### config.mk
export PLATFORM = sky130hd
export DESIGN_NAME = go_back_n_send_window_flat
export DESIGN_NICKNAME = d
export VERILOG_FILES = /design/src/hw/rtl/gbn_pkg.sv /design/src/hw/rtl/gbn_if.sv /design/src/hw/rtl/go_back_n_send_window.sv /design/src/flat_wrapper.sv
export SDC_FILE = /design/constraint.sdc
export NUM_CORES = 2
export LEC_CHECK = 0
export BUFFER_PORTS_ARGS = -buffer_cell sky130_fd_sc_hd__buf_2
export CORE_MARGIN = 5
export CORE_UTILIZATION = 25
export CTS_CLUSTER_DIAMETER = 150
export DETAILED_ROUTE_END_ITERATION = 8
export PLACE_DENSITY_LB_ADDON = 0.2
export SLEW_MARGIN = 10
export SYNTH_ARGS = -nofsm -noshare
export SYNTH_HDL_FRONTEND = slang
export SYNTH_SLANG_ARGS = --single-unit
### constraint.sdc
create_clock -name clk -period 29 [get_ports clk]
set_input_delay 8.7 -clock clk [delete_from_list [all_inputs] [get_ports clk]]
set_output_delay 8.7 -clock clk [all_outputs]
set_load 0.02 [all_outputs]
### src/hw/rtl/gbn_pkg.sv
`default_nettype none

package gbn_pkg;

	localparam int SEGMENT_BYTES = 1450;
	localparam int MAX_WINDOW    = 32;

	localparam int SEQ_W  = 22;
	localparam int WIN_W  = 6;
	localparam int CIDX_W = 2;

	// The last segment number is (file_size - 1) * RECIP_MUL >> RECIP_SHIFT. At this segment
	// length the rounded-up reciprocal is exact for every 32-bit dividend.
	localparam int          RECIP_SHIFT = 31 + $clog2(SEGMENT_BYTES);
	localparam logic [31:0] RECIP_MUL   =
		32'(((64'd1 << RECIP_SHIFT) + 64'(SEGMENT_BYTES - 1)) / 64'(SEGMENT_BYTES));

	localparam logic [1:0] KIND_START   = 2'd0;
	localparam logic [1:0] KIND_ACK     = 2'd1;
	localparam logic [1:0] KIND_TIMEOUT = 2'd2;

	localparam logic [CIDX_W-1:0] REG_FILE_SIZE   = 2'd0;
	localparam logic [CIDX_W-1:0] REG_WINDOW_SIZE = 2'd1;
	localparam logic [CIDX_W-1:0] REG_ACK_TYPE    = 2'd2;

	localparam logic [31:0] FILE_SIZE_RST = 32'd1450;
	localparam logic [7:0]  ACK_TYPE_RST  = 8'h10;
	localparam logic [7:0]  TYPE_MASK     = 8'hFB;
	localparam logic [15:0] CKSUM_GOOD    = 16'hFFFF;

	typedef enum logic [2:0] {
		ST_OK      = 3'd0,
		ST_SEQ     = 3'd1,
		ST_CKSUM   = 3'd2,
		ST_RANGE   = 3'd3,
		ST_TYPE    = 3'd4,
		ST_WINDOW  = 3'd5,
		ST_NOT_ACK = 3'd6
	} status_t;

endpackage

`default_nettype wire

### src/hw/rtl/gbn_if.sv
`default_nettype none

interface gbn_evt_if import gbn_pkg::*; ();
	logic        valid;
	logic        ready;
	logic [1:0]  kind;
	logic [31:0] ack_seq_field;
	logic [31:0] ack_number;
	logic [7:0]  ack_flags;
	logic [15:0] ack_window;
	logic [15:0] ack_checksum;

	modport source (output valid, kind, ack_seq_field, ack_number, ack_flags, ack_window,
		ack_checksum, input ready);
	modport sink (input valid, kind, ack_seq_field, ack_number, ack_flags, ack_window,
		ack_checksum, output ready);
endinterface

interface gbn_res_if import gbn_pkg::*; ();
	logic             valid;
	logic             ready;
	logic             send_valid;
	logic [SEQ_W-1:0] send_seq;
	logic             final_segment;
	logic [2:0]       status;
	logic             transfer_done;
	logic             last_of_run;

	modport source (output valid, send_valid, send_seq, final_segment, status, transfer_done,
		last_of_run, input ready);
	modport sink (input valid, send_valid, send_seq, final_segment, status, transfer_done,
		last_of_run, output ready);
endinterface

interface gbn_cfg_if import gbn_pkg::*; ();
	logic              valid;
	logic              ready;
	logic [CIDX_W-1:0] index;
	logic [31:0]       data;

	modport source (output valid, index, data, input ready);
	modport sink (input valid, index, data, output ready);
endinterface

`default_nettype wire

### src/hw/rtl/go_back_n_send_window.sv
// Go-back-N sender window. Events arrive on evt (start, ACK, timeout) and each one produces
// one or more results on res, the last marked by last_of_run; an event that sends nothing
// gives a single result with send_valid low. One event is handled at a time and evt.ready is
// low from its transfer until its last result has been loaded into the output register, so
// the next event can be taken in the cycle after that. Before it emits, a start finds the
// last segment number by a reciprocal multiplication of the file size, resets the window
// and loads it. An ACK is checked in S_CHK1 and S_CHK2; a rejected ACK then goes straight
// to its result, an accepted one slides the window and, unless it ends the transfer, loads
// it. A timeout of an open transfer loads the window first; any other timeout, or an event
// of unknown kind, goes straight to its result. After that every event emits one result per
// cycle while res.ready is high, and no event gives more than 32 results.
// Configuration writes are taken in any cycle and should only be issued while idle.
`default_nettype none

module go_back_n_send_window import gbn_pkg::*; (
	input wire logic  clk,
	input wire logic  arst_n,
	gbn_evt_if.sink   evt,
	gbn_res_if.source res,
	gbn_cfg_if.sink   cfg
);

	typedef enum logic [8:0] {
		S_IDLE  = 9'b000000001,
		S_DIV   = 9'b000000010,
		S_SETUP = 9'b000000100,
		S_CHK1  = 9'b000001000,
		S_CHK2  = 9'b000010000,
		S_UPD   = 9'b000100000,
		S_LOAD  = 9'b001000000,
		S_EMIT  = 9'b010000000,
		S_NULL  = 9'b100000000
	} state_t;

	state_t state_q;

	// Configuration registers.
	logic [31:0]      file_size_q;
	logic [WIN_W-1:0] window_size_q;
	logic [7:0]       ack_type_q;

	// Window state.
	logic [SEQ_W-1:0] base_q;
	logic [WIN_W-1:0] in_flight_q;
	logic             done_q;
	logic             running_q;
	logic [SEQ_W-1:0] last_q;

	// Sequencer registers.
	logic [WIN_W-1:0] idx_q;
	logic             resend_q;
	status_t          status_q;
	logic [SEQ_W-1:0] quot_q;

	// Captured ACK fields.
	logic        seq_nz_q;
	logic [31:0] ack_q;
	logic [7:0]  flags_q;
	logic [15:0] win_q;
	logic [15:0] cks_q;
	logic [18:0] fold_q;

	// Output register.
	logic             res_valid_q;
	logic             send_valid_q;
	logic [SEQ_W-1:0] send_seq_q;
	logic             final_q;
	status_t          res_status_q;
	logic             res_done_q;
	logic             last_run_q;

	logic             out_free;
	logic             res_load;
	logic [WIN_W-1:0] eff_win;
	logic             evt_fire;

	// Segment count.
	logic [63:0] recip_prod;

	// Checksum and checks.
	logic [33:0]   sum_full;
	logic [16:0]   fold2;
	logic [15:0]   fold3;
	logic [16:0]   cks_sum;
	logic          cks_ok;
	logic          type_bad;
	logic [SEQ_W:0] win_end;
	logic          in_window;
	status_t       ack_status;

	// Window update and load.
	logic [WIN_W-1:0] used;
	logic [SEQ_W:0]   next_seg;
	logic [WIN_W-1:0] room;
	logic [SEQ_W:0]   avail;
	logic [WIN_W-1:0] loaded;
	logic [WIN_W-1:0] in_flight_new;
	logic [WIN_W-1:0] first_idx;

	// Emission.
	logic [SEQ_W-1:0] emit_seq;
	logic             emit_last;

	assign out_free = !res_valid_q || res.ready;
	assign res_load = ((state_q == S_EMIT) || (state_q == S_NULL)) && out_free;
	assign evt_fire = evt.valid && evt.ready;

	assign evt.ready = (state_q == S_IDLE);
	assign cfg.ready = 1'b1;

	assign res.valid         = res_valid_q;
	assign res.send_valid    = send_valid_q;
	assign res.send_seq      = send_seq_q;
	assign res.final_segment = final_q;
	assign res.status        = res_status_q;
	assign res.transfer_done = res_done_q;
	assign res.last_of_run   = last_run_q;

	always_comb begin
		if (window_size_q == '0) begin
			eff_win = WIN_W'(1);
		end else if (window_size_q > WIN_W'(MAX_WINDOW)) begin
			eff_win = WIN_W'(MAX_WINDOW);
		end else begin
			eff_win = window_size_q;
		end
	end

	// The last segment is floor((file_size - 1) / SEGMENT_BYTES).
	assign recip_prod = 64'(file_size_q - 32'd1) * 64'(RECIP_MUL);

	// The ones'-complement fold settles after three passes for a sum this narrow.
	assign sum_full = 34'(ack_q) + 34'(flags_q) + 34'(win_q);
	assign fold2    = 17'(fold_q[15:0]) + 17'(fold_q[18:16]);
	assign fold3    = fold2[15:0] + 16'(fold2[16]);
	assign cks_sum  = 17'(fold3) + 17'(cks_q);
	assign cks_ok   = (cks_sum == 17'(CKSUM_GOOD));
	assign type_bad = ((flags_q & TYPE_MASK) != ack_type_q) && (flags_q != ack_type_q);
	assign win_end  = (SEQ_W+1)'(base_q) + (SEQ_W+1)'(eff_win);
	assign in_window = running_q && (ack_q >= 32'(base_q)) && ({1'b0, ack_q} < 33'(win_end));

	always_comb begin
		if (seq_nz_q) begin
			ack_status = ST_SEQ;
		end else if (!cks_ok) begin
			ack_status = ST_CKSUM;
		end else if (ack_q > file_size_q) begin
			ack_status = ST_RANGE;
		end else if (type_bad) begin
			ack_status = ST_TYPE;
		end else if (!in_window) begin
			ack_status = ST_WINDOW;
		end else begin
			ack_status = ST_OK;
		end
	end

	// The acknowledged number lies less than a window past the base, so low bits suffice.
	assign used = ack_q[WIN_W-1:0] - base_q[WIN_W-1:0] + WIN_W'(1);

	always_comb begin
		next_seg = (SEQ_W+1)'(base_q) + (SEQ_W+1)'(in_flight_q);
		room     = eff_win - in_flight_q;
		avail    = (SEQ_W+1)'(last_q) - next_seg + (SEQ_W+1)'(1);
		loaded   = '0;
		if ((in_flight_q < eff_win) && (next_seg <= (SEQ_W+1)'(last_q))) begin
			if ((SEQ_W+1)'(room) < avail) begin
				loaded = room;
			end else begin
				loaded = avail[WIN_W-1:0];
			end
		end
		in_flight_new = in_flight_q + loaded;
		first_idx     = resend_q ? '0 : in_flight_q;
	end

	assign emit_seq  = base_q + SEQ_W'(idx_q);
	assign emit_last = (idx_q + WIN_W'(1)) == in_flight_q;

	always_ff @(posedge clk or negedge arst_n) begin
		if (!arst_n) begin
			file_size_q   <= FILE_SIZE_RST;
			window_size_q <= WIN_W'(MAX_WINDOW);
			ack_type_q    <= ACK_TYPE_RST;
		end else if (cfg.valid && cfg.ready) begin
			case (cfg.index)
				REG_FILE_SIZE:   file_size_q   <= cfg.data;
				REG_WINDOW_SIZE: window_size_q <= cfg.data[WIN_W-1:0];
				REG_ACK_TYPE:    ack_type_q    <= cfg.data[7:0];
				default: ;
			endcase
		end
	end

	always_ff @(posedge clk or negedge arst_n) begin
		if (!arst_n) begin
			res_valid_q <= 1'b0;
		end else if (res_load) begin
			res_valid_q <= 1'b1;
		end else if (res.ready) begin
			res_valid_q <= 1'b0;
		end
	end

	always_ff @(posedge clk or negedge arst_n) begin
		if (!arst_n) begin
			state_q     <= S_IDLE;
			base_q      <= '0;
			in_flight_q <= '0;
			done_q      <= 1'b0;
			running_q   <= 1'b0;
			last_q      <= '0;
			idx_q       <= '0;
			resend_q    <= 1'b0;
			status_q    <= ST_NOT_ACK;
		end else begin
			case (state_q)
				S_IDLE: begin
					if (evt_fire) begin
						status_q <= ST_NOT_ACK;
						resend_q <= 1'b0;
						case (evt.kind)
							KIND_START: begin
								state_q <= S_DIV;
							end
							KIND_ACK: begin
								state_q <= S_CHK1;
							end
							KIND_TIMEOUT: begin
								resend_q <= 1'b1;
								state_q  <= running_q ? S_LOAD : S_NULL;
							end
							default: begin
								state_q <= S_NULL;
							end
						endcase
					end
				end
				S_DIV: begin
					state_q <= S_SETUP;
				end
				S_SETUP: begin
					last_q      <= quot_q;
					base_q      <= '0;
					in_flight_q <= '0;
					done_q      <= 1'b0;
					running_q   <= 1'b1;
					state_q     <= S_LOAD;
				end
				S_CHK1: begin
					state_q <= S_CHK2;
				end
				S_CHK2: begin
					status_q <= ack_status;
					state_q  <= (ack_status == ST_OK) ? S_UPD : S_NULL;
				end
				S_UPD: begin
					base_q <= ack_q[SEQ_W-1:0] + SEQ_W'(1);
					if (ack_q == 32'(last_q)) begin
						done_q      <= 1'b1;
						running_q   <= 1'b0;
						in_flight_q <= '0;
						state_q     <= S_NULL;
					end else begin
						in_flight_q <= (in_flight_q > used) ? in_flight_q - used : '0;
						state_q     <= S_LOAD;
					end
				end
				S_LOAD: begin
					in_flight_q <= in_flight_new;
					idx_q       <= first_idx;
					state_q     <= (first_idx < in_flight_new) ? S_EMIT : S_NULL;
				end
				S_EMIT: begin
					if (out_free) begin
						idx_q <= idx_q + WIN_W'(1);
						if (emit_last) begin
							state_q <= S_IDLE;
						end
					end
				end
				S_NULL: begin
					if (out_free) begin
						state_q <= S_IDLE;
					end
				end
				default: begin
					state_q <= S_IDLE;
				end
			endcase
		end
	end

	// Datapath registers that need no reset.
	always_ff @(posedge clk) begin
		if (evt_fire) begin
			seq_nz_q <= (evt.ack_seq_field != '0);
			ack_q    <= evt.ack_number;
			flags_q  <= evt.ack_flags;
			win_q    <= evt.ack_window;
			cks_q    <= evt.ack_checksum;
		end
		if (state_q == S_DIV) begin
			// A zero file size still counts as a single segment.
			quot_q <= (file_size_q == '0) ? '0 : recip_prod[RECIP_SHIFT +: SEQ_W];
		end
		if (state_q == S_CHK1) begin
			fold_q <= 19'(sum_full[15:0]) + 19'(sum_full[33:16]);
		end
		if (state_q == S_EMIT && out_free) begin
			send_valid_q <= 1'b1;
			send_seq_q   <= emit_seq;
			final_q      <= (emit_seq == last_q);
			res_status_q <= status_q;
			res_done_q   <= done_q;
			last_run_q   <= emit_last;
		end else if (state_q == S_NULL && out_free) begin
			send_valid_q <= 1'b0;
			send_seq_q   <= '0;
			final_q      <= 1'b0;
			res_status_q <= status_q;
			res_done_q   <= done_q;
			last_run_q   <= 1'b1;
		end
	end

	a_in_flight_bound: assert property (@(posedge clk) disable iff (!arst_n)
		in_flight_q <= WIN_W'(MAX_WINDOW))
		else $error("in_flight exceeds the largest window");

	a_emit_index: assert property (@(posedge clk) disable iff (!arst_n)
		(state_q == S_EMIT) |-> (idx_q < in_flight_q))
		else $error("emit index ran past the outstanding segments");

	a_done_closed: assert property (@(posedge clk) disable iff (!arst_n)
		done_q |-> !running_q)
		else $error("transfer marked done while still open");

	a_final_sent: assert property (@(posedge clk) disable iff (!arst_n)
		(res_valid_q && final_q) |-> send_valid_q)
		else $error("final segment flag on a result that sends nothing");

	a_result_held: assert property (@(posedge clk) disable iff (!arst_n)
		(res_valid_q && !res.ready) |=> (res_valid_q && $stable(send_seq_q)))
		else $error("pending result was overwritten");

endmodule

`default_nettype wire
### src/flat_wrapper.sv
// flat-port wrapper written by rule: the top's interface ports become plain ports
module go_back_n_send_window_flat import gbn_pkg::*;
  (clk, arst_n, evt_valid, evt_kind, evt_ack_seq_field, evt_ack_number, evt_ack_flags, evt_ack_window, evt_ack_checksum, evt_ready, res_valid, res_send_valid, res_send_seq, res_final_segment, res_status, res_transfer_done, res_last_of_run, res_ready, cfg_valid, cfg_index, cfg_data, cfg_ready);
  gbn_evt_if evt_i ();
  gbn_res_if res_i ();
  gbn_cfg_if cfg_i ();
  input wire logic clk;
  input wire logic arst_n;
  input wire logic [$bits(evt_i.valid)-1:0] evt_valid;
  input wire logic [$bits(evt_i.kind)-1:0] evt_kind;
  input wire logic [$bits(evt_i.ack_seq_field)-1:0] evt_ack_seq_field;
  input wire logic [$bits(evt_i.ack_number)-1:0] evt_ack_number;
  input wire logic [$bits(evt_i.ack_flags)-1:0] evt_ack_flags;
  input wire logic [$bits(evt_i.ack_window)-1:0] evt_ack_window;
  input wire logic [$bits(evt_i.ack_checksum)-1:0] evt_ack_checksum;
  output wire logic [$bits(evt_i.ready)-1:0] evt_ready;
  output wire logic [$bits(res_i.valid)-1:0] res_valid;
  output wire logic [$bits(res_i.send_valid)-1:0] res_send_valid;
  output wire logic [$bits(res_i.send_seq)-1:0] res_send_seq;
  output wire logic [$bits(res_i.final_segment)-1:0] res_final_segment;
  output wire logic [$bits(res_i.status)-1:0] res_status;
  output wire logic [$bits(res_i.transfer_done)-1:0] res_transfer_done;
  output wire logic [$bits(res_i.last_of_run)-1:0] res_last_of_run;
  input wire logic [$bits(res_i.ready)-1:0] res_ready;
  input wire logic [$bits(cfg_i.valid)-1:0] cfg_valid;
  input wire logic [$bits(cfg_i.index)-1:0] cfg_index;
  input wire logic [$bits(cfg_i.data)-1:0] cfg_data;
  output wire logic [$bits(cfg_i.ready)-1:0] cfg_ready;
  assign evt_i.valid = evt_valid;
  assign evt_i.kind = evt_kind;
  assign evt_i.ack_seq_field = evt_ack_seq_field;
  assign evt_i.ack_number = evt_ack_number;
  assign evt_i.ack_flags = evt_ack_flags;
  assign evt_i.ack_window = evt_ack_window;
  assign evt_i.ack_checksum = evt_ack_checksum;
  assign evt_ready = evt_i.ready;
  assign res_valid = res_i.valid;
  assign res_send_valid = res_i.send_valid;
  assign res_send_seq = res_i.send_seq;
  assign res_final_segment = res_i.final_segment;
  assign res_status = res_i.status;
  assign res_transfer_done = res_i.transfer_done;
  assign res_last_of_run = res_i.last_of_run;
  assign res_i.ready = res_ready;
  assign cfg_i.valid = cfg_valid;
  assign cfg_i.index = cfg_index;
  assign cfg_i.data = cfg_data;
  assign cfg_ready = cfg_i.ready;
  go_back_n_send_window u_core (.clk(clk), .arst_n(arst_n), .evt(evt_i), .res(res_i), .cfg(cfg_i));
endmodule
==> results.py <==
metrics = {
    "logic_synthesis": {
        "synth_area_sq_um": 41200,
        "synth-edff-count": 142,
        "synth.distinct_cells": 100,
        "ys_seq_area_frac": 0.176,
        "avgSynthCellArea_sq_um": 9.41,
        "yosysTopAreaCellShare": 0.256,
        "yosysTopAreaCell": "fa_1",
        "netlist_instances": 4376,
        "ys_ff_latch": 261,
        "async_flop_share": 0.452,
        "yosysWarnings": 0,
        "synthFlopType": "edfxtp_1",
        "syn_nets": 5636,
        "yosys-top-cells-area": "fa_1 26%, ha_1 18%, edfxtp_1 10%",
    },
    "timing": {
        "fin_skew_ns": 0.0347,
        "fin_crit_sh": 0.398,
        "finalSetupTns_ns": 0,
        "slew_viol_final": 0,
        "max_freq_mhz": 86.6,
        "finalSetupViolations": 0,
        "finalHoldViolCount": 0,
        "relSlewSlack": 0.318,
        "rsz0062_at_grt": "false",
        "fin_crit_ns": 11.55,
        "tightest_slew_ns": 1.02,
    },
    "grt": {
        "track_usage": 0.154,
        "grt_pass1_wl_um": 204000,
        "grtUsageMet1": 0.200,
        "overflow": 0,
        "grt_pass1_vias": 32700,
        "grt_max_degree": 65,
        "met2_usage": 0.279,
        "antenna_found_initial": 7,
        "busiest_layer": "met2",
        "met3_usage": 0.0116,
    },
    "drt": {
        "drc": 0,
        "vias_per_cell": 4.47,
        "vias": 30300,
        "dr.pass1.iters": 7,
        "post_drt_wl_per_cell_um": 19.6,
        "first_iter_violations": 1550,
        "wl_um": 133000,
        "detail-route-antenna-nets": 0,
    },
    "critical_path": {
        "r2r_cells": 36,
        "critPathMaxFanout": 6,
        "end_kind": "output port",
        "crit_type": "reg -> out",
        "cp.required_ns": 20.30,
        "r2r_start": "u_core.file_size_q[1]",
        "cp.arrival_ns": 2.85,
        "startpoint_type": "flip-flop",
        "r2r-end": "u_core.quot_q[19]",
        "worst-r2r-setup-slack_ns": 17.83,
    },
    "die": {
        "initial_core_util": 0.251,
        "die_y_um": 416,
        "coreArea_sq_um": 164000,
        "die_area_sq_um": 173000,
        "fp.dieW_um": 416,
        "ios": 177,
        "rows": 149,
    },
    "cells_and_area": {
        "final-seq-area_sq_um": 7250,
        "fillers": 17600,
        "layout.nets": 5827,
        "drive_gt1_frac": 0.0797,
        "fin_util": 0.280,
        "area_growth_pct": 11.9,
        "multi_input_area_sq_um": 29900,
    },
    "clock_tree": {
        "clk_latency_ns": 0.58,
        "clk_pin_slew_worst_paths_ns": 0.06,
        "cts_sinks": 261,
        "cts_hold_buf": 0,
        "htree_levels": 2,
        "clk_path_buf_depth": 3,
        "numCtsBuffers": 36,
        "tritoncts": "built",
        "cts_setup_buffers": 0,
        "clockRootBuffer": "clkbuf_16",
        "cts_resized": 0,
    },
    "placement": {
        "dpl.hpwl_um": 115000,
        "portBuffers": 175,
        "gp_congestion": 0.873,
    },
    "worst_hold_path": {
        "hp-start": "u_core.done_q",
        "hp-class": "reg -> reg",
        "min_path_cells": 0,
        "holdPathEnd": "u_core.res.transfer_done",
    },
    "status": {
        "status": "finished, final reports clean",
    },
    "run": {
        "max_cap_viol_count": 0,
    },
}
[cell families after synthesis]
| group | synth area share |
|---|---|
| other | 0.000182 |
| DFF | 0.176 |
| adders and majority gates | 0.435 |
| buffers and inverters | 0.0995 |
| and+or+nand+nor | 0.114 |
| xor gates and xnor gates | 0.0686 |
| AOI/OAI and AO/OA | 0.0991 |
| muxes | 0.00729 |
[stage by stage]
stage	cells	hold slack (ns)	setup slack (ns)	instance area, sq um
CTS	6784	0.445	17.49	46100
floorplan	4376	0.422	18.05	41200
finish	6785	0.450	17.45	46100
detailed placement	6718	0.437	17.76	44900
global route	6784	0.459	17.09	46100
global placement	6718	0.434	17.88	44900
[cells in the final DEF, fill, tap and decap left out, types with 107 or more instances in the layout]
cell type	count
dfrtp_1	107
inv_1	1005
nand2_1	229
a21oi_1	163
nand3_1	114
fa_1	527
o21ai_0	180
ha_1	588
buf_2	174
nor2_1	203
xnor2_1	242
edfxtp_1	142
[state kept, by name (all words and copies together), names as in the netlist, 3 cells and up]
signal,cells
u_core.ack_q,32
u_core.ack_type_q,8
u_core.window_size_q,6
u_core.base_q,22
u_core.file_size_q,32
u_core.res.send_seq,22
u_core.fold_q,19
u_core.last_q,22
u_core.state_q,9
u_core.cks_q,16
u_core.res.status,3
u_core.quot_q,22
u_core.idx_q,6
u_core.flags_q,8
u_core.win_q,16
u_core.in_flight_q,6
u_core.status_q,3
[critical path, stage by stage (launching register included)]
cell and delay (ns):
dfrtp_1 0.43, nor2_1 0.26, nand2_1 0.11, or3_1 0.39, nor4b_1 0.78, buf_2 0.31
[routing by layer]
metal	routed length (um)	part of all wire
met5	0	0
met4	3180	0.024
met3	3790	0.029
met2	66700	0.50
met1	59100	0.45
[Yosys cell counts (75+ instances only)]
master	instances
fa_1	527
nand3_1	114
edfxtp_1	142
a21oi_1	163
ha_1	588
inv_1	1007
xor2_1	75
xnor2_1	244
dfrtp_1	107
o21ai_0	181
nor2_1	204
a21o_1	87
nand2_1	229
[worst max-delay path by stage]
stage               slack, ns                end                   from  cells after the start
floorplan               18.05  u_core.quot_q[19]  u_core.file_size_q[1]                     33
detailed placement      17.76  u_core.quot_q[19]  u_core.file_size_q[1]                     36
global placement        17.88  u_core.quot_q[19]  u_core.file_size_q[0]                     35
CTS                     17.49          evt_ready      u_core.state_q[4]                      5
finish                  17.45          evt_ready      u_core.state_q[4]                      5
global route            17.09  u_core.quot_q[19]  u_core.file_size_q[2]                     36
[area by class of cell]
| class | count | area share |
|---|---|---|
| antenna | 1 | 0.0000543 |
| clock buffer | 48 | 0.0219 |
| clock inverter | 18 | 0.00372 |
| inverter | 1009 | 0.0822 |
| multi-input combinational | 3032 | 0.648 |
| sequential | 261 | 0.157 |
| tap | 2189 | 0.0594 |
| timing repair buffer | 227 | 0.0276 |
Power is left out: the tool's default activity adds up to more than one toggle a clock period on the data nets, which glitch-free logic cannot reach.
